===== src/rtl/tlqe_pkg.sv =====
`timescale 1ns / 1ps
// ----------------------------------------------------------------------------
// tlqe_pkg
// Shared constants for the thick line quad expansion core.
// ----------------------------------------------------------------------------
package tlqe_pkg;

  localparam int COORD_BITS_DEF = 16;
  localparam int FRAC_BITS_DEF  = 16;
  localparam int PEN_W          = 8;
  localparam logic [PEN_W-1:0] PEN_RESET = 8'd1;

  // length is taken in q.8: squared length scaled by 2^16 before the root
  localparam int LEN_SHIFT = 16;
  localparam int DIFF_MAX_W = 16;

  // root and quotient bits produced per pipeline stage
  localparam int SQRT_STEP = 4;
  localparam int DIV_STEP  = 4;

  localparam logic KIND_LINE  = 1'b0;
  localparam logic KIND_STRIP = 1'b1;

  localparam logic [2:0] THIN_COUNT  = 3'd2;
  localparam logic [2:0] THICK_COUNT = 3'd4;

endpackage


===== src/rtl/tlqe_sqrt_pipe.sv =====
`timescale 1ns / 1ps
// ----------------------------------------------------------------------------
// tlqe_sqrt_pipe
// Pipelined integer square root, a few root bits per stage, tag carried along.
// ----------------------------------------------------------------------------
module tlqe_sqrt_pipe #(
  parameter int IN_W  = 50,
  parameter int TAG_W = 8,
  parameter int STEP  = tlqe_pkg::SQRT_STEP
) (
  input  logic              clk,
  input  logic              rst_n,
  input  logic              in_valid,
  input  logic [IN_W-1:0]   in_rad,
  input  logic [TAG_W-1:0]  in_tag,
  output logic              out_valid,
  output logic [IN_W/2-1:0] out_root,
  output logic [TAG_W-1:0]  out_tag
);
  localparam int R_W   = IN_W / 2;
  localparam int REM_W = R_W + 3;
  localparam int NSTG  = (R_W + STEP - 1) / STEP;

  logic [NSTG-1:0]  v_r;
  logic [NSTG-1:0]  v_nxt;
  logic [IN_W-1:0]  n_r     [NSTG];
  logic [IN_W-1:0]  n_nxt   [NSTG];
  logic [REM_W-1:0] rem_r   [NSTG];
  logic [REM_W-1:0] rem_nxt [NSTG];
  logic [R_W-1:0]   root_r  [NSTG];
  logic [R_W-1:0]   root_nxt[NSTG];
  logic [TAG_W-1:0] tag_r   [NSTG];
  logic [TAG_W-1:0] tag_nxt [NSTG];

  always_comb begin
    logic [IN_W-1:0]  n;
    logic [REM_W-1:0] rem;
    logic [REM_W-1:0] trial;
    logic [R_W-1:0]   root;
    for (int s = 0; s < NSTG; s++) begin
      if (s == 0) begin
        n          = in_rad;
        rem        = '0;
        root       = '0;
        v_nxt[s]   = in_valid;
        tag_nxt[s] = in_tag;
      end else begin
        n          = n_r[s-1];
        rem        = rem_r[s-1];
        root       = root_r[s-1];
        v_nxt[s]   = v_r[s-1];
        tag_nxt[s] = tag_r[s-1];
      end
      for (int j = 0; j < STEP; j++) begin
        if (s * STEP + j < R_W) begin
          rem   = {rem[REM_W-3:0], n[IN_W-1:IN_W-2]};
          n     = {n[IN_W-3:0], 2'b00};
          trial = {1'b0, root, 2'b01};
          if (rem >= trial) begin
            rem  = rem - trial;
            root = {root[R_W-2:0], 1'b1};
          end else begin
            root = {root[R_W-2:0], 1'b0};
          end
        end
      end
      n_nxt[s]    = n;
      rem_nxt[s]  = rem;
      root_nxt[s] = root;
    end
  end

  always_ff @(posedge clk) begin
    if (!rst_n) begin
      v_r <= '0;
    end else begin
      v_r <= v_nxt;
    end
  end

  always_ff @(posedge clk) begin
    for (int s = 0; s < NSTG; s++) begin
      n_r[s]    <= n_nxt[s];
      rem_r[s]  <= rem_nxt[s];
      root_r[s] <= root_nxt[s];
      tag_r[s]  <= tag_nxt[s];
    end
  end

  assign out_valid = v_r[NSTG-1];
  assign out_root  = root_r[NSTG-1];
  assign out_tag   = tag_r[NSTG-1];

endmodule


===== config.mk =====
export PLATFORM = sky130hd
export DESIGN_NAME = tlqe_sqrt_pipe
export DESIGN_NICKNAME = d
export VERILOG_FILES = /design/src/rtl/tlqe_pkg.sv /design/src/rtl/tlqe_sqrt_pipe.sv
export SDC_FILE = /design/constraint.sdc
export NUM_CORES = 2
export LEC_CHECK = 0
export BUFFER_PORTS_ARGS = -buffer_cell sky130_fd_sc_hd__buf_2
export CAP_MARGIN = 20
export CORE_AREA = 2 2 330 332
export DETAILED_ROUTE_END_ITERATION = 12
export DIE_AREA = 0 0 332 334
export PLACE_DENSITY = 0.53
export SYNTH_ARGS = -nofsm -noshare
export SYNTH_HDL_FRONTEND = slang
export SYNTH_SLANG_ARGS = --single-unit

===== constraint.sdc =====
create_clock -name clk -period 16.6 [get_ports clk]
set_input_delay 1.66 -clock clk [delete_from_list [all_inputs] [get_ports clk]]
set_output_delay 1.66 -clock clk [all_outputs]
set_load 0.01 [all_outputs]

==> key figures <==
Synthesis
  • Post-synth EDFFs: 0
  • Unique cell type count in the Yosys netlist: 108
  • Sequential cell area fraction in the yosys report: 24.6%
  • Number of synthesized register bits: 460
  • Post-Syn Area: 37400 um2
  • Largest family of logic cells by synthesized area: compound AO/OA/AOI/OAI gates
  • Syn avg cell area: roughly 7.8 um2
  • Top_reg_cell synth: dfxtp_1
  • Synth warn: 0
  • Cells after Synth: 4812
  • Synth Area in Compound Gates: 25.2%
  • Post-synth top area cell: dfxtp_1
  • Post-Synth XOR/XNOR Area: 9.97%
  • Post-Synth Simple-Gate Area: 22.4%
  • Mux share of post-synthesis cell area: 1.83%
  • Synth area leaders: dfxtp_1 25%, ha_1 12%, xnor2_1 6.5%
  • FFs w/ async S/R, synth: 0%
  • Post-synth top area share: 24.6%
  • Post-synthesis adder-cell area fraction: 11.7%

Floorplanning
  • Initial Util: 34.7%
  • Die H: 334 um
  • # IOs: 95
  • Core ar.: 108000 um2
  • Die X: 332 um
  • Die Area: 111000 um2
  • Row cnt: approximately 120

Setup path
  • Max incr delay on CP: ~900 ps
  • Worst Setup Start Kind: flop
  • WP depth: 50
  • Critical path's most frequent cell: nor2_1
  • Max FO, Critical Path: 22
  • RR Endpoint: rem_r[5][13]
  • Crit path arrival time: around 15000 ps
  • Worst setup path endpoint: rem_r[5][13]
  • Crit path required time: approximately 17000 ps
  • Critical Path Start: root_r[4][19]
  • Crit-path leading delay family: compound AO/OA/AOI/OAI gates
  • Crit path capture type: flop
  • Reg2Reg Depth: 50
  • Slowest CP cell: nor3_2
  • Flop2flop setup slack: 2060 ps
  • Worst Path Buf+Inv: 7
  • Critical path class: flop to flop
  • Worst reg2reg startpoint: root_r[4][19]

Detailed routing
  • WL final: between 100000 and 150000 um
  • Met2 WL: 53300 um
  • Number of vias per cell: 5.58
  • First DRT Iteration DRCs: 2667
  • DR pass1 iterations: 5
  • Vias: 35100
  • DRC Markers: 0
  • Final ANT Viol Nets: 0
  • Met1 WL: 59600 um
  • Mean routed wirelength per cell: 19.2 um
  • Uppermost layer routed: met5
  • DR WL met3: 5680 um

Clock tree
  • Clk_lat worst skew: 670 ps
  • CTS sink cnt: 460
  • Hold bufs inserted after CTS: 0
  • CTS tree: yes
  • Setup Buffers After CTS: 0
  • CTS resizes: 0
  • Clock H-tree levels: 2
  • CTS buffer count: 56
  • Clock root buffer: clkbuf_16
  • Worst-case clock buffer depth: 3
  • Clk slew on worst S/H paths: approximately 60 ps

STA
  • RSZ-0062 raised after global routing: no
  • Slew Limit Fails: 0
  • Fin crit period: between 10000 and 15000 ps
  • Final TNS setup: 0 ps
  • Slew @ Worst Pin: 1080 ps
  • Setup WS post-layout: 2060 ps
  • Final Skew: 26.3 ps
  • Achievable Freq: 68.8 MHz
  • Setup-failing EPs final: 0
  • Worst slew margin: 27.5%
  • Final number of hold-violating endpoints: 0
  • Fin crit share: 87.6%

Layout
  • Multi-input logic area: ~27000 um2
  • Fillers: ~11000
  • Commonest non-fill, non-tap cell in the layout: dfxtp_1
  • Layout area overhead: 10.2%
  • Ant diodes: 0
  • Layout cells sized above 1: 7.31%
  • Register cell area after layout: ~9200 um2
  • Most frequent cells in the layout: 460 x dfxtp_1, 454 x nor2_1, 440 x a21oi_1
  • Nets: 5255

Power and ir drop
  • Power Total: 6.43 mW
  • Pwr per Cell Area: roughly 160 nW/um2
  • VDD IR max: 0.000101 V
  • Static Leakage: roughly 19 nW

Place
  • Detailed placer's ending HPWL: 98000 um
  • Dpl ws: 2170 ps
  • Placer Congestion: ~0.92
  • Port bufs: between 90 and 100

Flow run
  • Maxcap violations: 0

GRT
  • GR Util All Layers: a little over a fifth
  • Vias in the first global route: 33100
  • Largest net degree at the start of global routing: 36
  • Grt ovf: 0
  • Initial antenna violation count: 3
  • First-pass GRT wire length: 189000 um

Outcome
  • Status: completed

Worst hold path
  • Worst Hold Class: flop to flop
==> synthesized netlist by cell type (all sizes together), types with 14 or more instances <==
cell type,number
dfxtp,460
nor2,454
a21oi,441
nand2,382
ha,350
o21ai,283
xnor2,277
inv,255
a21o,173
xor2,148
nor3,140
nand3,120
clkbuf,111
nand4,78
nand2b,60
o21a,57
and3,56
nor4,56
o31ai,55
a211oi,52
nor2b,52
a31oi,49
o21bai,48
and2,42
buf,39
o211ai,39
mux2,38
or2,38
or3,37
or4,27
mux2i,25
o31a,21
and4,19
nor4b,19
nor3b,18
nand3b,17
a31o,16
a211o,15
a21boi,15
nand4b,15
a2111oi,14
o211a,14
==> worst min path at each step <==
stage | startpoint | to | slack (ps) | cells after the start
finish | n_r[1][23] | n_r[2][31] | 310 | 0
global route | n_r[1][23] | n_r[2][31] | 320 | 0
CTS | n_r[1][23] | n_r[2][31] | 310 | 0
detailed placement | n_r[3][33] | n_r[4][41] | 310 | 0
global placement | tag_r[2][4] | tag_r[3][4] | 310 | 0
floorplan | n_r[0][6] | n_r[1][14] | 310 | 0
==> worst reg2reg max path: cells and delay by family (launching register included) <==
family / cells / cell delay, ps
multiplexers: 2 / 840
AO/OA/AOI/OAI: 19 / 5230
AND/OR/NAND/NOR: 18 / 4130
adder cells (fa/ha/maj): 4 / 1560
buffers and inverters: 7 / 2190
flip-flops: 1 / 490
==> logic make-up (layout without fill, tap and decap cells) <==
kind of cell / Yosys count / after routing
multiplexers: 63 / 63
flip-flops: 460 / 460
adder cells (fa/ha/maj): 350 / 350
AO/OA/AOI/OAI: 1448 / 1448
AND/OR/NAND/NOR: 1655 / 1655
other: 1 / 3
XOR/XNOR: 425 / 425
buffers and inverters: 410 / 481
==> cell type report <==
class | instances | area share, %
repair buffers | 122 | 1.65
inverters | 260 | 2.37
multi-input cells | 3944 | 64.6
clock buffers | 69 | 3.66
flip-flops and latches | 460 | 22.3
clock inverters | 30 | 1.09
well taps | 1414 | 4.29
==> report_power, final <==
group / switching, mW / internal, mW
Clock: 0.513 / 0.789
Sequential: 0.186 / 1.31
Combinational: 2.25 / 1.37
Total: 2.95 / 3.47
==> stage by stage <==
stage	utilization [%]	cells	cell area [um2]	hold slack, ps
4_1_cts	38.2	6299	41200	310
6_report	38.2	6299	41200	313
5_1_grt	38.2	6299	41200	322
2_1_floorplan	-	4814	37400	310
3_3_place_gp	36.4	6200	39300	310
3_5_place_dp	36.4	6200	39300	312
==> registers in the layout, summed over array words and instances (netlist names) <==
register and flops:
tag_r 56, v_r 7, n_r 132, rem_r 156, root_r 109
==> layer usage <==
layer  vias up  GRT usage (%)
met4         2           5.01
li1      17600              -
met2       883           34.0
met1     16500           30.1
met5         -              0
met3       137           2.27
(Power assumes the default switching activity.)
