[config.mk]
export PLATFORM = sky130hd
export DESIGN_NAME = tlqe_div_pipe
export DESIGN_NICKNAME = d
export VERILOG_FILES = /design/src/rtl/tlqe_pkg.sv /design/src/rtl/tlqe_div_pipe.sv
export SDC_FILE = /design/constraint.sdc
export NUM_CORES = 2
export LEC_CHECK = 0
export BUFFER_PORTS_ARGS = -buffer_cell sky130_fd_sc_hd__buf_2
export CORE_ASPECT_RATIO = 2
export CORE_MARGIN = 5
export CORE_UTILIZATION = 35
export CTS_CLUSTER_SIZE = 20
export DETAILED_ROUTE_END_ITERATION = 16
export SYNTH_ARGS = -nofsm -noshare
export SYNTH_HDL_FRONTEND = slang
export SYNTH_SLANG_ARGS = --single-unit
export TNS_END_PERCENT = 30
[constraint.sdc]
create_clock -name clk -period 21.2 [get_ports clk]
set_input_delay 4.24 -clock clk [delete_from_list [all_inputs] [get_ports clk]]
set_output_delay 4.24 -clock clk [all_outputs]
set_load 0.03 [all_outputs]
[src/rtl/tlqe_pkg.sv]
`timescale 1ns / 1ps
// ----------------------------------------------------------------------------
// tlqe_pkg
// Shared constants for the thick line quad expansion core.
// ----------------------------------------------------------------------------
package tlqe_pkg;

  localparam int COORD_BITS_DEF = 16;
  localparam int FRAC_BITS_DEF  = 16;
  localparam int PEN_W          = 8;
  localparam logic [PEN_W-1:0] PEN_RESET = 8'd1;

  // length is taken in q.8: squared length scaled by 2^16 before the root
  localparam int LEN_SHIFT = 16;
  localparam int DIFF_MAX_W = 16;

  // root and quotient bits produced per pipeline stage
  localparam int SQRT_STEP = 4;
  localparam int DIV_STEP  = 4;

  localparam logic KIND_LINE  = 1'b0;
  localparam logic KIND_STRIP = 1'b1;

  localparam logic [2:0] THIN_COUNT  = 3'd2;
  localparam logic [2:0] THICK_COUNT = 3'd4;

endpackage

[src/rtl/tlqe_div_pipe.sv]
`timescale 1ns / 1ps
// ----------------------------------------------------------------------------
// tlqe_div_pipe
// Two-lane pipelined restoring divider sharing one divisor, tag carried along.
// ----------------------------------------------------------------------------
module tlqe_div_pipe #(
  parameter int Q_W   = 23,
  parameter int D_W   = 26,
  parameter int P_W   = 24,
  parameter int TAG_W = 8,
  parameter int STEP  = tlqe_pkg::DIV_STEP
) (
  input  logic             clk,
  input  logic             rst_n,
  input  logic             in_valid,
  input  logic [D_W-1:0]   in_den,
  input  logic [P_W-1:0]   in_px,
  input  logic [P_W-1:0]   in_py,
  input  logic [TAG_W-1:0] in_tag,
  output logic             out_valid,
  output logic [Q_W-1:0]   out_qx,
  output logic [Q_W-1:0]   out_qy,
  output logic [TAG_W-1:0] out_tag
);
  localparam int RM_W = D_W + 1;
  localparam int NSTG = (Q_W + STEP - 1) / STEP;

  logic [NSTG-1:0]  v_r;
  logic [NSTG-1:0]  v_nxt;
  logic [D_W-1:0]   den_r  [NSTG];
  logic [D_W-1:0]   den_nxt[NSTG];
  logic [RM_W-1:0]  rx_r   [NSTG];
  logic [RM_W-1:0]  rx_nxt [NSTG];
  logic [RM_W-1:0]  ry_r   [NSTG];
  logic [RM_W-1:0]  ry_nxt [NSTG];
  logic [Q_W-1:0]   qx_r   [NSTG];
  logic [Q_W-1:0]   qx_nxt [NSTG];
  logic [Q_W-1:0]   qy_r   [NSTG];
  logic [Q_W-1:0]   qy_nxt [NSTG];
  logic [TAG_W-1:0] tag_r  [NSTG];
  logic [TAG_W-1:0] tag_nxt[NSTG];

  always_comb begin
    logic [D_W-1:0]  den;
    logic [RM_W-1:0] rx;
    logic [RM_W-1:0] ry;
    logic [Q_W-1:0]  qx;
    logic [Q_W-1:0]  qy;
    for (int s = 0; s < NSTG; s++) begin
      if (s == 0) begin
        den        = in_den;
        rx         = RM_W'({in_px, 1'b0});
        ry         = RM_W'({in_py, 1'b0});
        qx         = '0;
        qy         = '0;
        v_nxt[s]   = in_valid;
        tag_nxt[s] = in_tag;
      end else begin
        den        = den_r[s-1];
        rx         = rx_r[s-1];
        ry         = ry_r[s-1];
        qx         = qx_r[s-1];
        qy         = qy_r[s-1];
        v_nxt[s]   = v_r[s-1];
        tag_nxt[s] = tag_r[s-1];
      end
      for (int j = 0; j < STEP; j++) begin
        if (s * STEP + j < Q_W) begin
          rx = {rx[D_W-1:0], 1'b0};
          ry = {ry[D_W-1:0], 1'b0};
          if (rx >= {1'b0, den}) begin
            rx = rx - {1'b0, den};
            qx = {qx[Q_W-2:0], 1'b1};
          end else begin
            qx = {qx[Q_W-2:0], 1'b0};
          end
          if (ry >= {1'b0, den}) begin
            ry = ry - {1'b0, den};
            qy = {qy[Q_W-2:0], 1'b1};
          end else begin
            qy = {qy[Q_W-2:0], 1'b0};
          end
        end
      end
      den_nxt[s] = den;
      rx_nxt[s]  = rx;
      ry_nxt[s]  = ry;
      qx_nxt[s]  = qx;
      qy_nxt[s]  = qy;
    end
  end

  always_ff @(posedge clk) begin
    if (!rst_n) begin
      v_r <= '0;
    end else begin
      v_r <= v_nxt;
    end
  end

  always_ff @(posedge clk) begin
    for (int s = 0; s < NSTG; s++) begin
      den_r[s] <= den_nxt[s];
      rx_r[s]  <= rx_nxt[s];
      ry_r[s]  <= ry_nxt[s];
      qx_r[s]  <= qx_nxt[s];
      qy_r[s]  <= qy_nxt[s];
      tag_r[s] <= tag_nxt[s];
    end
  end

  assign out_valid = v_r[NSTG-1];
  assign out_qx    = qx_r[NSTG-1];
  assign out_qy    = qy_r[NSTG-1];
  assign out_tag   = tag_r[NSTG-1];

endmodule

==> results.json <==
{
  "place_hpwl_um": 296000,
  "ctsRootBufferMaster": "clkbuf_16",
  "hp-start": "qy_r[2][0]$_DFF_P_",
  "wirelength_um": 355000,
  "syn_area_mm2": 0.0812,
  "drtAntennaViolNets": 0,
  "crit_type": "in -> reg",
  "ctsResizeCount": 0,
  "finalSetupViolations": 0,
  "core_area_mm2": 0.231,
  "grt_max_degree": 48,
  "drt_pass1_iterations": 8,
  "synthCells": 10448,
  "synth_flop_cell": "dfxtp_1",
  "avgViaCountPerCell": 5.96,
  "async_reset_ff_share_pct": 0,
  "grt_setup_unrepaired": "false",
  "maxSlewHeadroom_pct": 3.90,
  "layout-drive-gt1-share_pct": 10.7,
  "io_buffers": 139,
  "grt_pass1_wl_um": 514000,
  "worst_pin_slew_ns": 1.43,
  "max_cap_violations": 0,
  "cp-startpoint": "in_den[0]",
  "synth.distinct_cells": 100,
  "die_w_um": 351,
  "grt_antenna_before_repair": 17,
  "fin_setup_tns_ns": 0,
  "synth_nets": 11703,
  "grt.total_usage_pct": 28.1,
  "io_pins": 140,
  "synthToLayoutAreaGrowth_pct": 9.34,
  "layout.nets": 11876,
  "row_count": 250,
  "drt-initial-drc-count": 4308,
  "hold_violations": 0,
  "clockBufferDepth": 3,
  "path_clk_slew_ns": 0.07,
  "vias": 81764,
  "min_period_ns": 19.04,
  "initial_core_util_pct": 35.1,
  "cts_tree": "built",
  "dieArea_mm2": 0.242,
  "status": "finished, final reports clean",
  "r2r_start": "den_r[0][1]$_DFF_P_",
  "max_freq_mhz": 52.5,
  "min_path_type": "reg -> reg",
  "post-cts-setup-buffers": 0,
  "max_stage_delay_ns": 0.74,
  "wire_per_inst_um": 25.9,
  "slowest_stage": "ha_1",
  "die_y_um": 691,
  "globalRouteOverflowTotal": 0,
  "first_global_vias": 84870,
  "clock_sinks": 610,
  "drc": 0,
  "postCtsHoldBufs": 0,
  "htreeDepth": 3,
  "end_kind": "register",
  "cpMostUsedCell": "o21ai_0",
  "cp.arrival_ns": 19.63,
  "synth_edf_count": 0,
  "drv_slew": 0,
  "ys_seq_elements": 610,
  "clkLatencyLatePin_ns": 0.73,
  "crit_required_ns": 21.79,
  "crit_fanout": 33,
  "clock_skew_ns": 0.0493,
  "seq_area_frac_synth_pct": 15.0,
  "cts_made_buffers": 73,
  "synth-warning-count": 0,
  "start_kind": "input port",
  "syn_area_per_cell_um2": 7.78,
  "gp_congestion": 1.02,
  "period_share_pct": 89.8
}
## cell usage in the layout (no fill, tap or decap), types with 45 or more instances in the layout
| cell type | netlist | final |
|---|---|---|
| and2_1 | 87 | 87 |
| o21a_1 | 190 | 190 |
| a211oi_1 | 107 | 107 |
| a21boi_0 | 54 | 54 |
| buf_4 | 7 | 204 |
| or3_1 | 73 | 73 |
| mux2i_1 | 64 | 63 |
| or2_2 | 47 | 47 |
| nor4_1 | 48 | 48 |
| nand2b_1 | 152 | 152 |
| xnor2_1 | 582 | 582 |
| nand4_1 | 140 | 140 |
| nand2_1 | 704 | 704 |
| nor2_1 | 808 | 806 |
| clkbuf_16 | 0 | 73 |
| ha_1 | 1160 | 1160 |
| a221o_1 | 53 | 53 |
| o31ai_1 | 67 | 66 |
| xor2_1 | 311 | 311 |
| a21oi_1 | 1005 | 1004 |
| a31oi_1 | 106 | 104 |
| o21bai_1 | 152 | 152 |
| dfxtp_1 | 610 | 610 |
| and3_1 | 101 | 101 |
| inv_1 | 512 | 512 |
| o211ai_1 | 79 | 79 |
| a21o_1 | 555 | 555 |
| o21ai_0 | 686 | 685 |
| mux2_2 | 515 | 515 |
| nand3_1 | 254 | 254 |
| nor2b_1 | 130 | 128 |
| nor3_1 | 208 | 208 |
| o221ai_1 | 45 | 45 |
| buf_2 | 43 | 139 |
## cell usage after synthesis (all sizes together) (130+ instances only)
cell type | count | share of area, %
a21o | 555 | 5.1
a21oi | 1006 | 6.2
clkbuf | 170 | 0.79
dfxtp | 610 | 15
ha | 1160 | 18
inv | 529 | 2.4
mux2 | 537 | 7.4
nand2 | 704 | 3.3
nand2b | 152 | 1.2
nand3 | 254 | 1.6
nand4 | 140 | 1.1
nor2 | 812 | 3.8
nor2b | 130 | 1.0
nor3 | 211 | 1.3
o21a | 190 | 1.8
o21ai | 698 | 4.3
o21bai | 152 | 1.4
xnor2 | 582 | 6.3
xor2 | 311 | 3.4
## final cells by class
class,instances,area [um2]
Tap cell,3024,3780
Clock buffer,85,1910
Clock inverter,49,515
Fill cell,24134,143000
Timing Repair Buffer,345,2260
Inverter,531,1990
Sequential cell,610,12200
Antenna cell,19,47.5
Multi-Input combinational cell,9060,66100
## cells by family (layout without fill, tap and decap cells)
group,after synthesis,count (layout),synth area share [%]
other,0,19,0
adders and majority gates,1170,1170,18.1
muxes,602,602,8.25
xor gates and xnor gates,893,893,9.63
buffers and inverters,778,1010,3.69
and+or+nand+nor,2866,2866,17.0
DFF,610,610,15.0
AOI/OAI and AO/OA,3529,3529,28.3
## final timing paths
check / end / slack [ns] / depth (start not counted)
max reg2reg: rx_r[1][22]$_DFF_P_ / 5.23 / 50
min: qy_r[3][4]$_DFF_P_ / 0.31 / 0
min reg2reg: qy_r[3][4]$_DFF_P_ / 0.31 / 0
max: rx_r[0][11]$_DFF_P_ / 2.16 / 46
## per-stage QoR
stage | area, um2 | setup slack [ns] | cells | hold WS [ns] | utilization, %
2_1_floorplan | 81200 | 5.44 | 10448 | 0.310 | -
3_3_place_gp | 86300 | 1.98 | 13569 | 0.310 | 37.3
3_5_place_dp | 86300 | 1.90 | 13569 | 0.312 | 37.3
4_1_cts | 88800 | 2.56 | 13703 | 0.315 | 38.4
5_1_grt | 88800 | 1.53 | 13713 | 0.328 | 38.4
6_report | 88800 | 2.16 | 13723 | 0.305 | 38.4
## registers in the layout, summed over array words and instances (netlist names)
signal	cells
den_r	130
rx_r	130
ry_r	130
qx_r	83
qy_r	83
tag_r	48
v_r	6
## layer usage
layer / vias to the layer above / track usage (%) / share of wire [%] / wire (um)
met5: - / 0 / 0.0034 / 12
met2: 2562 / 53.4 / 52 / 184000
met4: 2 / 37.0 / 17 / 59100
met1: 38436 / 20.2 / 28 / 98300
li1: 39199 / - / - / -
met3: 1565 / 4.66 / 3.9 / 13900
## worst max-delay path: cells and delay by family
kind,cells,cell delay [ns]
simple gates,7,1.47
buf+inv,7,2.60
mux,5,1.77
fa+ha+maj,4,1.79
compound gates,23,7.62
Power is left out: the tool's default activity adds up to more than one toggle a clock period on the data nets, which glitch-free logic cannot reach.
